<file path="src/rtl/core/mpq_pkg.sv">
`timescale 1ns / 1ps
`default_nettype none
// ----------------------------------------------------------------------------
// mpq_pkg: shared types and constants for the min priority queue
// Entry layout, opcodes, status codes, controller states and memory port.
// ----------------------------------------------------------------------------
package mpq_pkg;

  localparam int unsigned DEPTH = 8;
  localparam int unsigned IDX_W = $clog2(DEPTH);
  localparam int unsigned CNT_W = $clog2(DEPTH + 1);

  typedef enum logic {
    OP_INSERT = 1'b0,
    OP_REMOVE = 1'b1
  } opcode_e;

  typedef enum logic [1:0] {
    ST_INSERTED = 2'd0,
    ST_FULL     = 2'd1,
    ST_REMOVED  = 2'd2,
    ST_EMPTY    = 2'd3
  } status_e;

  typedef enum logic [1:0] {
    S_IDLE,
    S_SCAN,
    S_SHIFT,
    S_DONE
  } state_e;

  typedef struct packed {
    logic signed [31:0] rank;
    logic signed [31:0] value;
  } entry_t;

  typedef struct packed {
    status_e status;
    entry_t  entry;
  } result_t;

  typedef struct packed {
    logic             we;
    logic [IDX_W-1:0] waddr;
    entry_t           wdata;
    logic             re;
    logic [IDX_W-1:0] raddr;
  } mem_req_t;

endpackage
`default_nettype wire

</file>
<file path="src/rtl/core/mpq_ram.sv">
`timescale 1ns / 1ps
`default_nettype none
// ----------------------------------------------------------------------------
// mpq_ram: entry store
// One write and one read port, read data registered.
// ----------------------------------------------------------------------------
module mpq_ram (
  input  wire logic              clk_i,
  input  wire mpq_pkg::mem_req_t req_i,
  output mpq_pkg::entry_t        rdata_o
);
  import mpq_pkg::*;

  entry_t mem [DEPTH];
  entry_t rdata_q;

  always_ff @(posedge clk_i) begin
    if (req_i.we) begin
      mem[req_i.waddr] <= req_i.wdata;
    end
  end

  always_ff @(posedge clk_i) begin
    if (req_i.re) begin
      rdata_q <= mem[req_i.raddr];
    end
  end

  assign rdata_o = rdata_q;

endmodule
`default_nettype wire

</file>
<file path="src/rtl/core/mpq_ctrl.sv">
`timescale 1ns / 1ps
`default_nettype none
// ----------------------------------------------------------------------------
// mpq_ctrl: queue sequencer
// Appends on insert; on remove scans the store for the smallest rank, then
// shifts the later entries down one place to keep insertion order.
// ----------------------------------------------------------------------------
module mpq_ctrl (
  input  wire logic              clk_i,
  input  wire logic              rst_ni,
  input  wire logic              in_valid_i,
  output logic                   in_ready_o,
  input  wire mpq_pkg::opcode_e  in_op_i,
  input  wire mpq_pkg::entry_t   in_entry_i,
  output logic                   res_valid_o,
  input  wire logic              res_ready_i,
  output mpq_pkg::result_t       res_o,
  output mpq_pkg::mem_req_t      mem_req_o,
  input  wire mpq_pkg::entry_t   mem_rdata_i
);
  import mpq_pkg::*;

  state_e           state_q, state_d;
  logic [CNT_W-1:0] cnt_q, cnt_d;
  logic [IDX_W-1:0] idx_q, idx_d;
  logic [IDX_W-1:0] best_idx_q, best_idx_d;
  entry_t           best_q, best_d;
  result_t          res_q, res_d;

  logic [CNT_W-1:0] cnt_m1;
  logic             take;
  entry_t           cur_best;
  logic [IDX_W-1:0] cur_idx;

  assign cnt_m1 = cnt_q - 1'b1;

  // first entry seeds the scan; strict less keeps the earliest on ties
  assign take     = (idx_q == '0) || ($signed(mem_rdata_i.rank) < $signed(best_q.rank));
  assign cur_best = take ? mem_rdata_i : best_q;
  assign cur_idx  = take ? idx_q : best_idx_q;

  always_comb begin
    state_d    = state_q;
    cnt_d      = cnt_q;
    idx_d      = idx_q;
    best_d     = best_q;
    best_idx_d = best_idx_q;
    res_d      = res_q;
    mem_req_o  = '0;
    in_ready_o = 1'b0;
    res_valid_o = 1'b0;
    case (state_q)
      S_IDLE: begin
        in_ready_o = 1'b1;
        if (in_valid_i) begin
          res_d.entry = '0;
          if (in_op_i == OP_INSERT) begin
            if (cnt_q == CNT_W'(DEPTH)) begin
              res_d.status = ST_FULL;
            end else begin
              mem_req_o.we    = 1'b1;
              mem_req_o.waddr = cnt_q[IDX_W-1:0];
              mem_req_o.wdata = in_entry_i;
              cnt_d           = cnt_q + 1'b1;
              res_d.status    = ST_INSERTED;
            end
            state_d = S_DONE;
          end else if (cnt_q == '0) begin
            res_d.status = ST_EMPTY;
            state_d      = S_DONE;
          end else begin
            mem_req_o.re    = 1'b1;
            mem_req_o.raddr = '0;
            idx_d           = '0;
            state_d         = S_SCAN;
          end
        end
      end
      S_SCAN: begin
        best_d     = cur_best;
        best_idx_d = cur_idx;
        if (CNT_W'(idx_q) == cnt_m1) begin
          if (CNT_W'(cur_idx) == cnt_m1) begin
            // winner is the tail entry: nothing to move
            cnt_d       = cnt_m1;
            res_d.status = ST_REMOVED;
            res_d.entry  = cur_best;
            state_d      = S_DONE;
          end else begin
            mem_req_o.re    = 1'b1;
            mem_req_o.raddr = cur_idx + 1'b1;
            idx_d           = cur_idx + 1'b1;
            state_d         = S_SHIFT;
          end
        end else begin
          mem_req_o.re    = 1'b1;
          mem_req_o.raddr = idx_q + 1'b1;
          idx_d           = idx_q + 1'b1;
        end
      end
      S_SHIFT: begin
        // data of entry idx moves to idx-1; next read runs ahead by two
        mem_req_o.we    = 1'b1;
        mem_req_o.waddr = idx_q - 1'b1;
        mem_req_o.wdata = mem_rdata_i;
        if (CNT_W'(idx_q) == cnt_m1) begin
          cnt_d        = cnt_m1;
          res_d.status = ST_REMOVED;
          res_d.entry  = best_q;
          state_d      = S_DONE;
        end else begin
          mem_req_o.re    = 1'b1;
          mem_req_o.raddr = idx_q + 1'b1;
          idx_d           = idx_q + 1'b1;
        end
      end
      S_DONE: begin
        res_valid_o = 1'b1;
        if (res_ready_i) begin
          state_d = S_IDLE;
        end
      end
      default: begin
        state_d = S_IDLE;
      end
    endcase
  end

  assign res_o = res_q;

  always_ff @(posedge clk_i or negedge rst_ni) begin
    if (!rst_ni) begin
      state_q <= S_IDLE;
      cnt_q   <= '0;
    end else begin
      state_q <= state_d;
      cnt_q   <= cnt_d;
    end
  end

  always_ff @(posedge clk_i) begin
    idx_q      <= idx_d;
    best_q     <= best_d;
    best_idx_q <= best_idx_d;
    res_q      <= res_d;
  end

  // ---- assertions ----
  a_cnt_bound: assert property (@(posedge clk_i) disable iff (!rst_ni)
    cnt_q <= CNT_W'(DEPTH))
    else $error("entry count above depth");

  a_scan_in_range: assert property (@(posedge clk_i) disable iff (!rst_ni)
    (state_q == S_SCAN || state_q == S_SHIFT) |-> (CNT_W'(idx_q) < cnt_q))
    else $error("scan or shift index beyond valid entries");

  a_write_phase: assert property (@(posedge clk_i) disable iff (!rst_ni)
    mem_req_o.we |-> (state_q == S_IDLE || state_q == S_SHIFT))
    else $error("store written outside insert or shift");

  a_shift_no_overlap: assert property (@(posedge clk_i) disable iff (!rst_ni)
    (mem_req_o.we && mem_req_o.re) |-> (mem_req_o.waddr != mem_req_o.raddr))
    else $error("read and write hit the same entry");

  a_remove_count: assert property (@(posedge clk_i) disable iff (!rst_ni)
    (state_q == S_SHIFT && state_d == S_DONE) |=> (cnt_q == $past(cnt_q) - 1'b1))
    else $error("remove did not drop count by one");

endmodule
`default_nettype wire

</file>
<file path="src/rtl/core/min_priority_queue_unit.sv">
`timescale 1ns / 1ps
`default_nettype none
// Insert: the store write is issued with the request; the status then goes
//   through S_DONE to the output register. Remove: min scan, then shift walk.
// Throughput: one request in flight; set by the single read port of the
//   entry store, which the min scan and the shift walk one entry per cycle.
// Reset: entry count, sequencer state and output valid clear; entries stay.
// ----------------------------------------------------------------------------
// min_priority_queue_unit: bounded stable min priority queue
// Stream front end with output register around the sequencer and store.
// ----------------------------------------------------------------------------
module min_priority_queue_unit (
  input  wire logic        clk_i,
  input  wire logic        rst_ni,
  input  wire logic        s_axis_tvalid_i,
  output logic             s_axis_tready_o,
  input  wire logic [63:0] s_axis_tdata_i,  // [31:0] in_value, [63:32] in_rank
  input  wire logic [0:0]  s_axis_tuser_i,  // [0] opcode
  output logic             m_axis_tvalid_o,
  input  wire logic        m_axis_tready_i,
  output logic [63:0]      m_axis_tdata_o,  // [31:0] out_value, [63:32] out_rank
  output logic [1:0]       m_axis_tuser_o   // [1:0] status
);
  import mpq_pkg::*;

  entry_t   in_entry;
  opcode_e  in_op;
  logic     res_valid, res_ready;
  result_t  res;
  mem_req_t mem_req;
  entry_t   mem_rdata;

  logic     m_valid_q;
  result_t  m_res_q;

  assign in_entry.value = s_axis_tdata_i[31:0];
  assign in_entry.rank  = s_axis_tdata_i[63:32];
  assign in_op          = opcode_e'(s_axis_tuser_i[0]);

  mpq_ctrl u_ctrl (
    .clk_i       (clk_i),
    .rst_ni      (rst_ni),
    .in_valid_i  (s_axis_tvalid_i),
    .in_ready_o  (s_axis_tready_o),
    .in_op_i     (in_op),
    .in_entry_i  (in_entry),
    .res_valid_o (res_valid),
    .res_ready_i (res_ready),
    .res_o       (res),
    .mem_req_o   (mem_req),
    .mem_rdata_i (mem_rdata)
  );

  mpq_ram u_ram (
    .clk_i   (clk_i),
    .req_i   (mem_req),
    .rdata_o (mem_rdata)
  );

  assign res_ready = !m_valid_q || m_axis_tready_i;

  always_ff @(posedge clk_i or negedge rst_ni) begin
    if (!rst_ni) begin
      m_valid_q <= 1'b0;
    end else if (res_valid && res_ready) begin
      m_valid_q <= 1'b1;
    end else if (m_axis_tready_i) begin
      m_valid_q <= 1'b0;
    end
  end

  always_ff @(posedge clk_i) begin
    if (res_valid && res_ready) begin
      m_res_q <= res;
    end
  end

  assign m_axis_tvalid_o = m_valid_q;
  assign m_axis_tdata_o  = {m_res_q.entry.rank, m_res_q.entry.value};
  assign m_axis_tuser_o  = m_res_q.status;

endmodule
`default_nettype wire
</file>
<file path="config.mk">
export PLATFORM = sky130hd
export DESIGN_NAME = min_priority_queue_unit
export DESIGN_NICKNAME = d
export VERILOG_FILES = /design/src/rtl/core/mpq_pkg.sv /design/src/rtl/core/mpq_ram.sv /design/src/rtl/core/mpq_ctrl.sv /design/src/rtl/core/min_priority_queue_unit.sv
export SDC_FILE = /design/constraint.sdc
export NUM_CORES = 1
export LEC_CHECK = 0
export BUFFER_PORTS_ARGS = -buffer_cell sky130_fd_sc_hd__buf_2
export CORE_ASPECT_RATIO = 0.6
export CORE_MARGIN = 5
export CORE_UTILIZATION = 35
export DETAILED_ROUTE_END_ITERATION = 10
export MAX_ROUTING_LAYER = met4
export PLACE_DENSITY = 0.6
export REMOVE_ABC_BUFFERS = 1
export SYNTH_ARGS = -nofsm -noshare
export SYNTH_HDL_FRONTEND = slang
export SYNTH_HIERARCHICAL = 1
export SYNTH_SLANG_ARGS = --single-unit
</file>
<file path="constraint.sdc">
create_clock -name clk_i -period 7.2 [get_ports clk_i]
set_input_delay 1.08 -clock clk_i [delete_from_list [all_inputs] [get_ports clk_i]]
set_output_delay 1.08 -clock clk_i [all_outputs]
set_load 0.01 [all_outputs]
</file>
==> results of run 1 <==
==> layout make-up <==
type | count | area, um^2 | area share (%)
Antenna cell | 3 | 7.51 | 0.0206
Inverter | 48 | 180 | 0.495
Multi-Input combinational cell | 664 | 7600 | 20.9
Tap cell | 1218 | 1520 | 4.19
Sequential cell | 785 | 23500 | 64.7
Clock buffer | 94 | 1970 | 5.42
Clock inverter | 46 | 503 | 1.38
Timing Repair Buffer | 170 | 1050 | 2.88
==> power breakdown <==
group	internal (uW)	switching (uW)	leakage, uW	total (uW)
combinational	3370	4340	0.00335	7710
clock	2280	1710	0.00119	4000
sequential	7260	498	0.00736	7760
total	12900	6550	0.0119	19500
==> synthesized netlist by cell type (2+ instances only) <==
cell	instances	area share (%)
or2_2	5	0.099
a22o_1	64	1.8
nand3_1	5	0.079
inv_1	47	0.56
nor3_1	3	0.047
nor2b_1	66	1.3
buf_4	3	0.071
o21ai_1	2	0.032
a22oi_1	66	1.6
xor2_1	2	0.055
nand2_1	31	0.37
clkbuf_1	47	0.56
and2_1	3	0.059
a211oi_1	3	0.071
mux2i_1	4	0.13
o21ai_0	10	0.16
a221oi_1	2	0.055
buf_1	11	0.13
a21boi_1	2	0.047
xnor2_1	7	0.19
nor2_1	25	0.30
buf_6	15	0.53
ha_1	42	1.7
nand2b_1	9	0.18
a21oi_1	16	0.25
dfrtp_1	7	0.55
buf_2	8	0.13
edfxtp_1	778	74
o211ai_1	2	0.047
o211ai_2	2	0.079
mux2_1	8	0.28
nand4_1	3	0.059
mux4_2	128	9.1
mux2_2	121	4.3
==> path summary, 6_finish.rpt <==
kind	to	startpoint
max	u_ram/rdata_o[61]$_DFFE_PP_	u_ram/rdata_o[39]$_DFFE_PP_
max reg2reg	u_ram/rdata_o[61]$_DFFE_PP_	u_ram/rdata_o[39]$_DFFE_PP_
max in group asynchronous	u_ctrl/cnt_q[1]$_DFFE_PN0P_	rst_ni
min in group clk_i	m_axis_tdata_o[44]$_DFFE_PP_	u_ctrl/res_o[44]$_DFFE_PP_
min reg2reg	m_axis_tdata_o[44]$_DFFE_PP_	u_ctrl/res_o[44]$_DFFE_PP_
min	m_axis_tvalid_o$_DFFE_PN0P_	rst_ni
==> state kept, by name, indices dropped and copies added, names as in the netlist <==
name and count:
u_ram/mem 512, u_ctrl/res_o 66, m_axis_tdata_o 64, u_ctrl/best_q 64, u_ram/rdata_o 64, u_ctrl/cnt_q 4, u_ctrl/best_idx_q 3, u_ctrl/idx_q 3
m_axis_tuser_o 2, u_ctrl/state_q 2, m_axis_tvalid_o 1
==> placed cells by master (no fill, tap or decap), types with 8 or more instances in the layout <==
| cell | netlist | final |
|---|---|---|
| a21oi_1 | 16 | 14 |
| a22o_1 | 64 | 64 |
| a22oi_1 | 66 | 66 |
| buf_12 | 0 | 9 |
| buf_2 | 8 | 136 |
| buf_4 | 3 | 25 |
| bufinv_16 | 0 | 9 |
| clkbuf_1 | 47 | 18 |
| clkbuf_16 | 0 | 76 |
| clkinv_1 | 0 | 23 |
| edfxtp_1 | 778 | 778 |
| ha_1 | 42 | 39 |
| inv_1 | 47 | 47 |
| mux2_1 | 8 | 8 |
| mux2_2 | 121 | 121 |
| mux4_2 | 128 | 128 |
| nand2_1 | 31 | 31 |
| nand2b_1 | 9 | 9 |
| nor2_1 | 25 | 17 |
| nor2_4 | 0 | 9 |
| nor2b_1 | 66 | 65 |
| o21ai_0 | 10 | 10 |
==> kinds of logic (layout without fill, tap and decap cells) <==
logic type      after synthesis  after routing  synth area share [%]
buf+inv                     132            358                  1.99
simple gates                158            158                  2.75
mux                         262            262                  13.9
fa+ha+maj                    42             42                  1.66
other cells                   0              3                     0
compound gates              192            192                  4.95
flops                       785            785                  74.5
xor+xnor                     10             10                 0.301
==> routing by layer <==
metal  vias up  wire length, um  GRT usage, %
li1       6794                -             -
met1      8210            33600          21.9
met2       383            32500          22.7
met3       103             3850          2.87
met4         0             1320          3.49
met5         -                0             -
==> metrics by stage <==
stage	hold slack (ns)	setup WS, ns	util, %
2_1_floorplan	0.400	-7.76	-
3_3_place_gp	0.406	1.35	37.8
3_5_place_dp	0.405	1.36	37.8
4_1_cts	0.213	1.32	40.6
5_1_grt	0.230	1.13	40.6
6_report	0.262	1.53	40.6
==> results.sh, run 1 <==
export IMPL_status="completed"
export IMPL_vdd_drop_max_uv=437
export IMPL_grt_use_total_pct=15.2
export IMPL_crit_family="compound AO/OA/AOI/OAI gates"
export IMPL_worstSkewPairLatency_ns=0.65
export IMPL_critical_path_depth=14
export IMPL_port_buffers=136
export IMPL_route_detailed_drc=0
export IMPL_fmax_ghz=0.176
export IMPL_cts_tree="built"
export IMPL_finalSetupViolations=0
export IMPL_wire_per_inst_um=23.5
export IMPL_path_cells="ha_1 > a21oi_1 > o21ai_0 > a221oi_1 > a21oi_4 > o211ai_2 > o2bb2ai_2 > mux2_4 > a31oi_4 > a22oi_1 > nor2_4 > buf_4 > mux4_2 > mux2_2"
export IMPL_fin_area_mm2=0.0364
export IMPL_p_leak_uw=0.0119
export IMPL_drt_iter0_drc=1215
export IMPL_n_fill_cell=7906
export IMPL_firstDrtPassIters=5
export IMPL_rsz0062_at_grt="false"
export IMPL_synth_cell_types=68
export IMPL_syn_area_per_cell_um2=20.0
export IMPL_cp_start_kind="register"
export IMPL_finalHoldViolCount=0
export IMPL_wl_um=71300
export IMPL_grt_overflow_total=0
export IMPL_dpl_hpwl_um=40000
export IMPL_synthCells=1581
export IMPL_rows=85
export IMPL_syn2layout_area_growth_pct=15.0
export IMPL_die_y_um=243
export IMPL_clockRootBuffer="clkbuf_16"
export IMPL_htree_levels=3
export IMPL_cts_reportedPaths_clkPinSlew_ns=0.07
export IMPL_max_stage_delay_ns=0.86
export IMPL_start_util_pct=35.3
export IMPL_ys_warn_count=6
export IMPL_globalplace_congestion=0.810
export IMPL_fin_tns_setup_ns=0
export IMPL_vias_per_cell=5.12
export IMPL_synthFlopType="edfxtp_1"
export IMPL_yosysSeqAreaShare_pct=74.5
export IMPL_placed_area_mm2=0.0339
export IMPL_required_ns=7.59
export IMPL_finalNetCount=1856
export IMPL_cts_setup_buffers=0
export IMPL_cap_violations=0
export IMPL_worstMarginPinSlew_ns=1.13
export IMPL_relSlewSlack_pct=24.3
export IMPL_path_class="reg -> reg"
export IMPL_cp_end_kind="register"
export IMPL_synth_edf_count=778
export IMPL_arrival_ns=6.06
export IMPL_regToRegSetupSlack_ns=1.53
export IMPL_clock_skew_ns=0.0173
export IMPL_grt_pass1_vias=16200
export IMPL_cts_hold_buf=0
export IMPL_cts_made_buffers=76
export IMPL_stdcell_count=3028
export IMPL_power_density_mw_per_mm2=535
export IMPL_die_width_um=398
export IMPL_min_period_ns=5.68
export IMPL_layout_drive_gt1_share_pct=31.2
export IMPL_syn_area_mm2=0.0316
export IMPL_grt_max_degree=77
export IMPL_crit_fanout=23
export IMPL_io_pins=137
export IMPL_period_share_pct=78.8
export IMPL_antenna_left=0
export IMPL_die_area_mm2=0.0966
export IMPL_antenna_found_initial=4
export IMPL_clock_sinks=785
export IMPL_grt_pass1_wl_um=107000
export IMPL_dp_cells=2885
export IMPL_reg2reg_depth=14
export IMPL_slew_viol_final=0
export IMPL_fp_coreArea_mm2=0.0897
export IMPL_crit_buf_inv=1
export IMPL_clockBufferDepth=3
export IMPL_design_power_total_uw=19500
export IMPL_vias=15500
export IMPL_ctsResizeCount=0
export IMPL_critPathSlowestCell="nor2_4"
export IMPL_async_reset_ff_share_pct=0.892
export IMPL_synth_seq_cells=785
export IMPL_hold_path_class="in -> async"
No activity file was read; power rests on OpenSTA's default activity.
==> run 2, diff against run 1 <==
==> constraint.sdc (replaced) <==
create_clock -name clk_i -period 5.2 [get_ports clk_i]
set_input_delay 0.78 -clock clk_i [delete_from_list [all_inputs] [get_ports clk_i]]
set_output_delay 0.78 -clock clk_i [all_outputs]
set_load 0.01 [all_outputs]
==> run 2 against run 1 <==
Cell area rose by 0.11%. Cell count barely moved. Sequential share of layout area fell by 0.069 points. Flip-flop and latch count did not move. Global-route usage rose by 0.081 points. Count of clock-buffer cells in the layout rose by 1. Critical path depth rose by 3. Register-to-register slack got worse by 1.3 ns. Combinational power rose by 41%. Core utilization barely moved. Worst setup slack got worse by 1.3 ns. Non-clock buffer count rose by 5. Critical endpoint is now u_ram/rdata_o[17]$_DFFE_PP_.
==> results.sh, run 2 (synthesis gave the netlist of run 1 again) <==
export IMPL_fmax_ghz=0.202
export IMPL_r2r_end="u_ram/rdata_o[17]$_DFFE_PP_"
export IMPL_min_period_ns=4.96
export IMPL_design_power_total_uw=27000
export IMPL_vias_per_cell=5.11
export IMPL_p_leak_uw=0.0119
export IMPL_relSlewSlack_pct=33.3
export IMPL_top_register="u_ram/mem"
export IMPL_wl_um=72000
export IMPL_rows=85
export IMPL_grt_max_degree=75
export IMPL_port_buffers=136
export IMPL_grt_pass1_vias=16200
export IMPL_htree_levels=3
export IMPL_grt_pass1_wl_um=108000
export IMPL_dpl_hpwl_um=41000
export IMPL_power_switching_uw=9160
export IMPL_p_seq_share_pct=39.9
export IMPL_fin_util_pct=40.6
export IMPL_arrival_ns=5.34
export IMPL_largest_reg_flops=512
export IMPL_cts_made_buffers=76
export IMPL_rsz0062_at_grt="false"
export IMPL_worstSetupEndpoint="u_ram/rdata_o[17]$_DFFE_PP_"
export IMPL_firstDrtPassIters=5
export IMPL_status="completed"
export IMPL_clkPwrFrac_pct=20.0
export IMPL_reg2reg_depth=17
export IMPL_regToRegSetupSlack_ns=0.24
export IMPL_globalplace_congestion=0.807
export IMPL_grt_use_total_pct=15.3
export IMPL_path_class="reg -> reg"
export IMPL_period_share_pct=95.4
export IMPL_cts_reportedPaths_clkPinSlew_ns=0.06
export IMPL_required_ns=5.58
export IMPL_crit_fanout=38
export IMPL_antenna_left=0
export IMPL_route_detailed_drc=0
export IMPL_slew_viol_final=0
export IMPL_cts_tree="built"
export IMPL_cts_setup_buffers=0
export IMPL_crit_buf_inv=2
export IMPL_startpoint="u_ram/rdata_o[37]$_DFFE_PP_"
export IMPL_drt_iter0_drc=1335
export IMPL_worstMarginPinSlew_ns=1.00
export IMPL_die_width_um=398
export IMPL_cap_violations=0
export IMPL_die_area_mm2=0.0966
export IMPL_wire_per_inst_um=23.8
export IMPL_max_stage_delay_ns=0.52
export IMPL_dp_cells=2889
export IMPL_grt_overflow_total=0
export IMPL_crit_family="compound AO/OA/AOI/OAI gates"
export IMPL_clockRootBuffer="clkbuf_16"
export IMPL_comb_power_share_pct=40.1
export IMPL_antenna_found_initial=4
export IMPL_hold_path_class="reg -> reg"
export IMPL_path_cells="ha_1 > a21oi_1 > o21ai_0 > a221oi_1 > a21oi_4 > o21ai_4 > nor2_4 > o21ai_1 > ha_1 > xnor2_1 > a211o_1 > a31o_1 > a21oi_4 > buf_12 > buf_12 > mux4_2 > mux2_2"
export IMPL_finalSetupViolations=0
export IMPL_syn2layout_area_growth_pct=15.2
export IMPL_power_density_mw_per_mm2=742
export IMPL_p_sw_share_pct=33.9
export IMPL_reg2reg_from="u_ram/rdata_o[37]$_DFFE_PP_"
export IMPL_p_int_uw=17900
export IMPL_finalNetCount=1861
export IMPL_layout_drive_gt1_share_pct=31.6
export IMPL_clockBufferDepth=3
export IMPL_clock_skew_ns=0.0270
export IMPL_finalHoldViolCount=0
export IMPL_vdd_drop_max_uv=517
export IMPL_die_y_um=243
export IMPL_vias=15500
export IMPL_start_util_pct=35.3
export IMPL_critical_path_depth=17
export IMPL_clock_sinks=785
export IMPL_layout_cells_most_common="edfxtp_1"
export IMPL_stdcell_count=3027
export IMPL_critPathSlowestCell="a221oi_1"
export IMPL_layout_common_cells="edfxtp_1, buf_2, mux4_2, mux2_2, clkbuf_16"
export IMPL_cp_end_kind="register"
export IMPL_worstSkewPairLatency_ns=0.64
export IMPL_io_pins=137
export IMPL_fp_coreArea_mm2=0.0897
export IMPL_cp_start_kind="register"
-- run 2: cell types whose count changed in the layout (fill, tap and decap cells not counted), moves of 2 or more --
cell | previous run | this run
bufinv_16 | 9 | 6
clkinv_1 | 23 | 15
inv_6 | 3 | 1
clkinv_4 | 0 | 2
buf_12 | 9 | 13
-- run 2: worst register-to-register path: stages (launching register included) --
cell and delay, ns:
edfxtp_1 0.41, ha_1 0.33, a21oi_1 0.16, o21ai_0 0.22, a221oi_1 0.53, a21oi_4 0.17
o21ai_4 0.27, nor2_4 0.07, o21ai_1 0.28, ha_1 0.22, xnor2_1 0.09, a211o_1 0.32
a31o_1 0.23, a21oi_4 0.15, buf_12 0.28, buf_12 0.36, mux4_2 0.35, mux2_2 0.27
-- run 2: final cells by class --
cell class	instances	area (um^2)
Timing Repair Buffer	175	1140
Multi-Input combinational cell	664	7610
Tap cell	1218	1520
Antenna cell	4	10.0
Sequential cell	785	23500
Clock inverter	38	415
Clock buffer	95	1980
Inverter	48	180
Fill cell	7889	53200
-- run 2: worst min path at each step --
stage | slack, ns | depth (start not counted) | startpoint | endpoint
final | 0.42 | 0 | u_ctrl/res_o[38]$_DFFE_PP_ | m_axis_tdata_o[38]$_DFFE_PP_
after global routing | 0.42 | 3 | m_axis_tready_i | m_axis_tvalid_o$_DFFE_PN0P_
after CTS | 0.41 | 3 | m_axis_tready_i | m_axis_tvalid_o$_DFFE_PN0P_
after detailed placement | 0.40 | 0 | u_ctrl/res_o[10]$_DFFE_PP_ | m_axis_tdata_o[10]$_DFFE_PP_
after global placement | 0.41 | 0 | u_ctrl/res_o[54]$_DFFE_PP_ | m_axis_tdata_o[54]$_DFFE_PP_
after floorplan | 0.40 | 0 | u_ctrl/res_o[0]$_DFFE_PP_ | m_axis_tdata_o[0]$_DFFE_PP_
-- run 2: metal layers --
layer	vias up	GRT usage (%)	share of wire (%)
met5	-	-	0
met3	91	3.22	5.6
met4	0	2.81	1.6
met1	8166	22.2	48
met2	419	22.6	45
li1	6783	-	-
-- run 2: power groups by stage --
stage / combinational, uW / sequential, uW / clock (uW)
6_report: 10900 / 10800 / 5400
5_1_grt: 11800 / 10900 / 5820
4_1_cts: 11000 / 10800 / 5560
3_5_place_dp: 11000 / 10900 / 0
3_3_place_gp: 10700 / 10900 / 0
2_1_floorplan: 6610 / 10800 / 0
-- run 2: stage by stage --
step	hold slack [ns]	worst slack [ns]	setup TNS [ns]	instance area, um^2
3_5_place_dp	0.405	0.0789	0	34000
6_report	0.418	0.240	0	36400
5_1_grt	0.418	0.0584	0	36400
2_1_floorplan	0.400	-9.76	-2010.13	31200
4_1_cts	0.406	0.0648	0	36400
3_3_place_gp	0.406	0.154	0	34000
-- run 2: what timing repair did --
| action | in CTS | in global routing |
|---|---|---|
| hold endpoints to repair | 7 | 0 |
| resized for setup | 0 | 3 |
| hold buffers | 1 | 0 |
| endpoints found under the setup margin | 0 | 56 |
